### config.mk
export PLATFORM = sky130hd
export DESIGN_NAME = min_max_queue_top
export DESIGN_NICKNAME = d
export VERILOG_FILES = /design/src/hdl/mmq_pkg.sv /design/src/hdl/mmq_cell.sv /design/src/hdl/min_max_queue_top.sv
export VERILOG_INCLUDE_DIRS = /design/src /design/src/hdl
export SDC_FILE = /design/constraint.sdc
export NUM_CORES = 2
export LEC_CHECK = 0
export BUFFER_PORTS_ARGS = -buffer_cell sky130_fd_sc_hd__buf_2
export CAP_MARGIN = 20
export CORE_MARGIN = 1
export CORE_UTILIZATION = 40
export CTS_CLUSTER_SIZE = 24
export DETAILED_ROUTE_END_ITERATION = 10
export GPL_ROUTABILITY_DRIVEN = 0
export PLACE_DENSITY = 0.65
export SETUP_SLACK_MARGIN = 0.05
export SLEW_MARGIN = 40
export SYNTH_ARGS = -nofsm -noshare
export SYNTH_HDL_FRONTEND = slang
export SYNTH_SLANG_ARGS = --single-unit
### constraint.sdc
create_clock -name clock -period 7.6 [get_ports clock]
set_input_delay 1.52 -clock clock [delete_from_list [all_inputs] [get_ports clock]]
set_output_delay 1.52 -clock clock [all_outputs]
set_load 0.01 [all_outputs]
### src/hdl/min_max_queue_top_assert.svh
// Assertion macros for the min/max queue RTL.
// Every macro samples on clock and is disabled while reset is high.
`ifndef MIN_MAX_QUEUE_TOP_ASSERT_SVH
`define MIN_MAX_QUEUE_TOP_ASSERT_SVH
`ifndef NO_ASSERTIONS
`define MMQ_ASSERT(lbl, expr, msg) \
   lbl: assert property (@(posedge clock) disable iff (reset) (expr)) else $error(msg);
`define MMQ_ASSERT_IMPL(lbl, ante, cons, msg) \
   lbl: assert property (@(posedge clock) disable iff (reset) (ante) |-> (cons)) \
      else $error(msg);
`define MMQ_ASSERT_NEXT(lbl, ante, cons, msg) \
   lbl: assert property (@(posedge clock) disable iff (reset) (ante) |=> (cons)) \
      else $error(msg);
`else
`define MMQ_ASSERT(lbl, expr, msg)
`define MMQ_ASSERT_IMPL(lbl, ante, cons, msg)
`define MMQ_ASSERT_NEXT(lbl, ante, cons, msg)
`endif
`endif

### src/hdl/mmq_pkg.sv
// Shared types and constants for the min/max queue.
// Used by mmq_cell and min_max_queue_top; depends on nothing.
package mmq_pkg;

   localparam int QUEUE_DEPTH_DEF = 16;
   localparam int DATA_WIDTH_DEF  = 32;

   typedef enum logic {
      CMD_PUSH = 1'b0,
      CMD_POP  = 1'b1
   } command_type;

   typedef enum logic [1:0] {
      STATUS_OK        = 2'd0,
      STATUS_POP_EMPTY = 2'd1,
      STATUS_PUSH_FULL = 2'd2
   } status_type;

   // Per-cell control, decoded once at the top level.
   typedef struct packed {
      logic occupied; // cell holds an entry before this step
      logic tail;     // first free cell: a push lands here
      logic push;     // a push is taking effect this cycle
      logic pop;      // a pop is taking effect this cycle
   } cell_ctrl_type;

endpackage

### src/hdl/mmq_cell.sv
// One queue cell: an entry plus the min and max of itself and all younger entries.
// Depends on mmq_pkg for cell_ctrl_type.
module mmq_cell import mmq_pkg::*; #(
   parameter int DATA_WIDTH = DATA_WIDTH_DEF
) (
   input  logic                         clock,
   input  cell_ctrl_type                ctrl,
   input  logic signed [DATA_WIDTH-1:0] req_value,
   input  logic signed [DATA_WIDTH-1:0] next_value,
   input  logic signed [DATA_WIDTH-1:0] next_smin,
   input  logic signed [DATA_WIDTH-1:0] next_smax,
   output logic signed [DATA_WIDTH-1:0] value,
   output logic signed [DATA_WIDTH-1:0] smin,
   output logic signed [DATA_WIDTH-1:0] smax
);

   logic signed [DATA_WIDTH-1:0] value_ff, value_in;
   logic signed [DATA_WIDTH-1:0] smin_ff, smin_in;
   logic signed [DATA_WIDTH-1:0] smax_ff, smax_in;

   always_comb begin
      value_in = value_ff;
      smin_in  = smin_ff;
      smax_in  = smax_ff;
      if (ctrl.pop) begin
         // advance toward the head
         value_in = next_value;
         smin_in  = next_smin;
         smax_in  = next_smax;
      end else if (ctrl.push) begin
         if (ctrl.tail) begin
            value_in = req_value;
            smin_in  = req_value;
            smax_in  = req_value;
         end else if (ctrl.occupied) begin
            // fold the new word into this cell's suffix range
            if (req_value < smin_ff) begin
               smin_in = req_value;
            end
            if (req_value > smax_ff) begin
               smax_in = req_value;
            end
         end
      end
   end

   always_ff @(posedge clock) begin
      value_ff <= value_in;
      smin_ff  <= smin_in;
      smax_ff  <= smax_in;
   end

   assign value = value_ff;
   assign smin  = smin_ff;
   assign smax  = smax_ff;

endmodule

### src/hdl/min_max_queue_top.sv
// Min/max queue top level: a row of mmq_cell instances, oldest entry in cell 0.
// Depends on mmq_pkg, mmq_cell and min_max_queue_top_assert.svh.
//
//   channel | direction | handshake            | payload
//   req     | in        | req_valid/req_ready  | req_command, req_value
//   rsp     | out       | rsp_valid/rsp_ready  | front, min, max, is_empty, status
//
// One item per cycle unless the response stalls: each cell updates in parallel
// from the broadcast word and its right-hand neighbor, so the result shows the
// cycle after accept. The cell row itself holds the result; a new item is taken
// whenever no result waits or the waiting one is taken in the same cycle.
// Reset empties the queue at once; no clearing pass.
`include "min_max_queue_top_assert.svh"
module min_max_queue_top import mmq_pkg::*; #(
   parameter int QUEUE_DEPTH = QUEUE_DEPTH_DEF,
   parameter int DATA_WIDTH  = DATA_WIDTH_DEF
) (
   input  logic                         clock,
   input  logic                         reset,
   input  logic                         req_valid,
   output logic                         req_ready,
   input  logic                         req_command,
   input  logic signed [DATA_WIDTH-1:0] req_value,
   output logic                         rsp_valid,
   input  logic                         rsp_ready,
   output logic signed [DATA_WIDTH-1:0] rsp_front_value,
   output logic signed [DATA_WIDTH-1:0] rsp_min_value,
   output logic signed [DATA_WIDTH-1:0] rsp_max_value,
   output logic                         rsp_is_empty,
   output logic [1:0]                   rsp_status
);

   localparam int CountWidth = $clog2(QUEUE_DEPTH + 1);

   logic [CountWidth-1:0] count_ff, count_in;
   logic                  rsp_valid_ff, rsp_valid_in;
   status_type            status_ff, status_in;

   logic req_accept;
   logic is_push;
   logic q_full;
   logic q_empty;
   logic do_push;
   logic do_pop;

   logic signed [DATA_WIDTH-1:0] value_w [QUEUE_DEPTH];
   logic signed [DATA_WIDTH-1:0] smin_w  [QUEUE_DEPTH];
   logic signed [DATA_WIDTH-1:0] smax_w  [QUEUE_DEPTH];

   assign req_ready  = !rsp_valid_ff || rsp_ready;
   assign req_accept = req_valid && req_ready;
   assign is_push    = (req_command == CMD_PUSH);
   assign q_full     = (count_ff == CountWidth'(QUEUE_DEPTH));
   assign q_empty    = (count_ff == '0);
   assign do_push    = req_accept && is_push && !q_full;
   assign do_pop     = req_accept && !is_push && !q_empty;

   for (genvar i = 0; i < QUEUE_DEPTH; i++) begin : g_cell
      cell_ctrl_type                ctrl;
      logic signed [DATA_WIDTH-1:0] nxt_value;
      logic signed [DATA_WIDTH-1:0] nxt_smin;
      logic signed [DATA_WIDTH-1:0] nxt_smax;

      assign ctrl.occupied = (count_ff > CountWidth'(i));
      assign ctrl.tail     = (count_ff == CountWidth'(i));
      assign ctrl.push     = do_push;
      assign ctrl.pop      = do_pop;

      if (i == QUEUE_DEPTH - 1) begin : g_last
         // the last cell empties on a pop: hold its stale contents
         assign nxt_value = value_w[i];
         assign nxt_smin  = smin_w[i];
         assign nxt_smax  = smax_w[i];
      end else begin : g_mid
         assign nxt_value = value_w[i+1];
         assign nxt_smin  = smin_w[i+1];
         assign nxt_smax  = smax_w[i+1];
      end

      mmq_cell #(
         .DATA_WIDTH(DATA_WIDTH)
      ) u_cell (
         .clock     (clock),
         .ctrl      (ctrl),
         .req_value (req_value),
         .next_value(nxt_value),
         .next_smin (nxt_smin),
         .next_smax (nxt_smax),
         .value     (value_w[i]),
         .smin      (smin_w[i]),
         .smax      (smax_w[i])
      );
   end

   always_comb begin
      count_in = count_ff;
      if (do_push) begin
         count_in = count_ff + CountWidth'(1);
      end else if (do_pop) begin
         count_in = count_ff - CountWidth'(1);
      end
   end

   always_comb begin
      status_in = status_ff;
      if (req_accept) begin
         if (is_push && q_full) begin
            status_in = STATUS_PUSH_FULL;
         end else if (!is_push && q_empty) begin
            status_in = STATUS_POP_EMPTY;
         end else begin
            status_in = STATUS_OK;
         end
      end
   end

   always_comb begin
      rsp_valid_in = rsp_valid_ff;
      if (req_accept) begin
         rsp_valid_in = 1'b1;
      end else if (rsp_ready) begin
         rsp_valid_in = 1'b0;
      end
   end

   always_ff @(posedge clock) begin
      if (reset) begin
         count_ff     <= '0;
         rsp_valid_ff <= 1'b0;
         status_ff    <= STATUS_OK;
      end else begin
         count_ff     <= count_in;
         rsp_valid_ff <= rsp_valid_in;
         status_ff    <= status_in;
      end
   end

   assign rsp_valid       = rsp_valid_ff;
   assign rsp_is_empty    = q_empty;
   assign rsp_status      = status_ff;
   assign rsp_front_value = q_empty ? '0 : value_w[0];
   assign rsp_min_value   = q_empty ? '0 : smin_w[0];
   assign rsp_max_value   = q_empty ? '0 : smax_w[0];

   `MMQ_ASSERT(a_count_bound, count_ff <= CountWidth'(QUEUE_DEPTH), "entry count above depth")
   `MMQ_ASSERT_NEXT(a_full_flag, req_accept && is_push && q_full, rsp_status == STATUS_PUSH_FULL && q_full, "push on full not flagged")
   `MMQ_ASSERT_IMPL(a_range_order, rsp_valid && !rsp_is_empty, rsp_min_value <= rsp_front_value && rsp_front_value <= rsp_max_value, "front outside min/max range")
   `MMQ_ASSERT_NEXT(a_count_hold, !req_accept, $stable(count_ff), "count moved without an item")

endmodule
==> qor.log <==
INFO  synthesis      yosysTopAreaCellShare=0.537
INFO  global_routing gr-total-overflow=0
INFO  synthesis      synth.cell_area=85900squm
INFO  clocking       cts_htree_levels=4
INFO  timing         post-route-min-period=5.04ns
INFO  clocking       cts_root_buf=sky130_fd_sc_hd__clkbuf_16
INFO  route          routed_wirelength=272000microns
INFO  synthesis      mappedNetlistNets=8285
INFO  timing         max_slew.worst_pin.slew=1.03ns
INFO  clocking       cts_buffer_depth=3
INFO  hold_path      min_delay_path_depth=2
INFO  timing         setup_tns=0ns
INFO  synthesis      synthArstFlopShare=0
INFO  clocking       register_clock_pin_slew_on_the_reported_worst_setup_and_hold_paths=0.06ns
INFO  clocking       hold_buffers_post_cts=0
INFO  synthesis      synth_cells=7235
INFO  die            initial_utilization=0.404
INFO  cells_and_area syn_to_final_growth=12.3%
INFO  worst_setup_path crit_arrival=3.52ns
INFO  die            top_level_ports=138
INFO  synthesis      synth_ff_type=sky130_fd_sc_hd__edfxtp_1
INFO  route          detailroute.via_count=60177
INFO  global_routing grt_pass1_wl=396000microns
INFO  synthesis      post_synth_num_cell_types=84
INFO  synthesis      post-synth-top-area-cell=sky130_fd_sc_hd__edfxtp_1
INFO  synthesis      syn-mean-instance-area=11.9squm
INFO  clocking       cts_resized=0
INFO  hold_path      timing.hold.worst_endpoint=rsp_status[1]$_SDFFE_PP0P_
INFO  worst_setup_path cp-start-kind=flip-flop
INFO  worst_setup_path path_max_fanout=64
INFO  run_status     outcome=completed
INFO  timing         min_period_over_period=0.663
INFO  place          dp_slack=2.25ns
INFO  synthesis      netlist_top_cells_area=sky130_fd_sc_hd__edfxtp_1, sky130_fd_sc_hd__ha_1, sky130_fd_sc_hd__a21o_1
INFO  global_routing use_met2=0.363
INFO  hold_path      min-delay-path-class=reg -> reg
INFO  route          ant_nets=0
INFO  route          viasPerCell=5.82
INFO  hold_path      worstHoldStart=rsp_status[1]$_SDFFE_PP0P_
INFO  timing         skew=0.0514ns
INFO  die            floorplan.core_area=213000squm
INFO  pwr            power_per_standard_cell_area=241nW/um^2
INFO  global_routing grt_busiest_layer=met2
INFO  global_routing grt.total_usage=0.247
INFO  synthesis      number_of_enable_flip_flop_cells_after_synthesis=1536
INFO  place          detailed_place_hpwl=190000microns
INFO  cells_and_area layout.nets=8439
INFO  pwr            peakVddDrop=0.237mV
INFO  cells_and_area final_layout_size_suffix_gt1_frac=0.0878
INFO  timing         max_clock_freq=0.198GHz
INFO  clocking       tritoncts=built
INFO  route          drc=0
INFO  clocking       worstSkewPairLatency=0.85ns
INFO  global_routing grtUsageMet3=0.0531
INFO  cells_and_area n_fill_cell=19137
INFO  place          port_buffers=137
INFO  timing         rsz_0062_raised_after_global_routing=false
INFO  timing         finalMaxSlewViolations=0
INFO  timing         hold_viol_final=0
INFO  worst_setup_path crit_required=6.08ns
INFO  timing         slew_headroom=0.309
INFO  route          detailedRoute.firstIterationViolations=7007
INFO  timing         report.final.setup_viol=0
INFO  clocking       numCtsBuffers=162
INFO  worst_setup_path worst_setup_path_end_kind=primary output
INFO  pwr            p_leak=46.3nW
INFO  die            floorplan.die_area=216000squm
INFO  worst_setup_path worst-r2r-cell-count=11
INFO  global_routing global_routing_met1_resource_utilization=0.343
INFO  worst_setup_path ff_to_ff_setup_slack=2.70ns
INFO  pwr            report.power.total=23.2mW
INFO  run            max_capacitance_violation_total=0
INFO  cells_and_area multi_input_area=34300squm
INFO  worst_setup_path critical_path.reg2reg.startpoint=count_ff[1]$_SDFFE_PP0P_
INFO  die            die_w=465microns
INFO  synthesis      postSynthRegisterBits=1544
INFO  worst_setup_path critical_path.reg2reg.endpoint=g_cell[2].u_cell.value[8]$_DFFE_PP_
INFO  global_routing pin_count_of_the_biggest_net_entering_global_routing=204
INFO  die            row_count=169
INFO  die            die_h=465microns
INFO  synthesis      yosys_warnings=0
INFO  timing         setup_slack=2.56ns
INFO  global_routing antenna_found_initial=9
INFO  route          dr.pass1.iters=6
INFO  worst_setup_path setup.worst_path.class=reg -> out
INFO  cells_and_area ff_latch_area=46300squm
INFO  clocking       cts_sinks=1544
INFO  clocking       cts_post_setup_buffers_inserted=0
INFO  route          drt-wirelength-per-cell=26.3microns
INFO  synthesis      yosysSeqAreaShare=0.539
INFO  global_routing grt_pass1_vias=59709
## cell families after synthesis
family | after synthesis | synth area share
buf+inv | 1375 | 0.0655
mux | 10 | 0.00121
fa+ha+maj | 1013 | 0.148
compound gates | 2377 | 0.192
simple gates | 911 | 0.0542
xor+xnor | 5 | 0.000510
flops | 1544 | 0.539
## stage by stage
stage          hold WS (ns)  instances   util  cell area [sq um]
3_3_place_gp          0.474       9997  0.423              89900
6_report              0.489      10344  0.453              96400
3_5_place_dp          0.476      10041  0.427              90800
2_1_floorplan         0.494       7235      -              85900
4_1_cts               0.491      10337  0.452              96200
5_1_grt               0.518      10343  0.453              96400
## cells in the final DEF (no fill, tap or decap), types with 150 or more instances in the layout
cell                        netlist  final
sky130_fd_sc_hd__a21o_1        1584   1584
sky130_fd_sc_hd__edfxtp_1      1536   1536
sky130_fd_sc_hd__inv_1         1026   1026
sky130_fd_sc_hd__ha_1          1013   1013
sky130_fd_sc_hd__a21oi_1        429    416
sky130_fd_sc_hd__nand2_1        220    220
sky130_fd_sc_hd__nor2_1         199    192
sky130_fd_sc_hd__nand4_1        185    185
sky130_fd_sc_hd__clkbuf_16        0    163
sky130_fd_sc_hd__o21ai_0        155    150
## critical path: stages, from the launching register on
cell and delay [ns]:
sky130_fd_sc_hd__dfxtp_1 0.57, sky130_fd_sc_hd__inv_1 0.27, sky130_fd_sc_hd__ha_1 0.32, sky130_fd_sc_hd__nand2_2 0.07, sky130_fd_sc_hd__buf_4 0.45, sky130_fd_sc_hd__inv_6 0.33, sky130_fd_sc_hd__nor2_1 0.43, sky130_fd_sc_hd__buf_2 0.21
## power by group
part | total, mW | internal (mW) | switching, mW
combinational | 4.56 | 1.58 | 2.97
sequential | 10.5 | 10.2 | 0.287
clock | 8.14 | 4.60 | 3.54
## area by class of cell
| type | instances | area share |
|---|---|---|
| diodes | 2 | 0.0000519 |
| clock buffers | 195 | 0.0436 |
| clock inverters | 101 | 0.0126 |
| inverters | 1028 | 0.0401 |
| multi-input cells | 4316 | 0.356 |
| flip-flops and latches | 1544 | 0.480 |
| well taps | 2821 | 0.0366 |
| repair buffers | 337 | 0.0309 |
## layer usage
layer  vias up  share of wire
li1      26674              -
met1     29674           0.42
met2      3223           0.42
met3       604           0.11
met4         2          0.057
met5         -       0.000048
## how the worst max path moves through the flow
| stage | startpoint | slack (ns) | to | cells after the start |
|---|---|---|---|---|
| detailed placement | rsp_ready | 2.25 | g_cell[13].u_cell.smin[5]$_DFFE_PP_ | 8 |
| floorplan | rsp_ready | 1.08 | g_cell[13].u_cell.smin[0]$_DFFE_PP_ | 10 |
| CTS | count_ff[1]$_SDFFE_PP0P_ | 2.55 | g_cell[13].u_cell.smin[5]$_DFFE_PP_ | 10 |
| global route | count_ff[1]$_SDFFE_PP0P_ | 2.42 | rsp_max_value[2] | 7 |
| global placement | req_value[16] | 2.28 | g_cell[10].u_cell.smin[10]$_DFFE_PP_ | 9 |
| finish | count_ff[1]$_SDFFE_PP0P_ | 2.56 | rsp_max_value[3] | 7 |
## cells in the mapped netlist (11+ instances only)
library cell	instances
sky130_fd_sc_hd__o22ai_1	13
sky130_fd_sc_hd__nand4_1	185
sky130_fd_sc_hd__buf_6	14
sky130_fd_sc_hd__nand2b_1	33
sky130_fd_sc_hd__edfxtp_1	1536
sky130_fd_sc_hd__o211ai_1	32
sky130_fd_sc_hd__clkbuf_1	72
sky130_fd_sc_hd__ha_1	1013
sky130_fd_sc_hd__nand3_1	50
sky130_fd_sc_hd__o21a_1	33
sky130_fd_sc_hd__buf_4	13
sky130_fd_sc_hd__a2111oi_0	11
sky130_fd_sc_hd__nor2_1	199
sky130_fd_sc_hd__o21ai_0	155
sky130_fd_sc_hd__buf_2	244
sky130_fd_sc_hd__nor2b_1	30
sky130_fd_sc_hd__and4_1	12
sky130_fd_sc_hd__inv_1	1026
sky130_fd_sc_hd__a21oi_1	429
sky130_fd_sc_hd__a31oi_1	24
sky130_fd_sc_hd__a211oi_1	19
sky130_fd_sc_hd__nor3_1	31
sky130_fd_sc_hd__and2_1	67
sky130_fd_sc_hd__nand2_1	220
sky130_fd_sc_hd__nor4_1	27
sky130_fd_sc_hd__a21o_1	1584
## registers in the layout, summed over array words and instances, names as in the netlist
| name | flops |
|---|---|
| g_cell.u_cell.value | 512 |
| g_cell.u_cell.smax | 512 |
| rsp_valid | 1 |
| g_cell.u_cell.smin | 512 |
| rsp_status | 2 |
| count_ff | 5 |
Note: power is estimated with default switching activity, not from simulation.
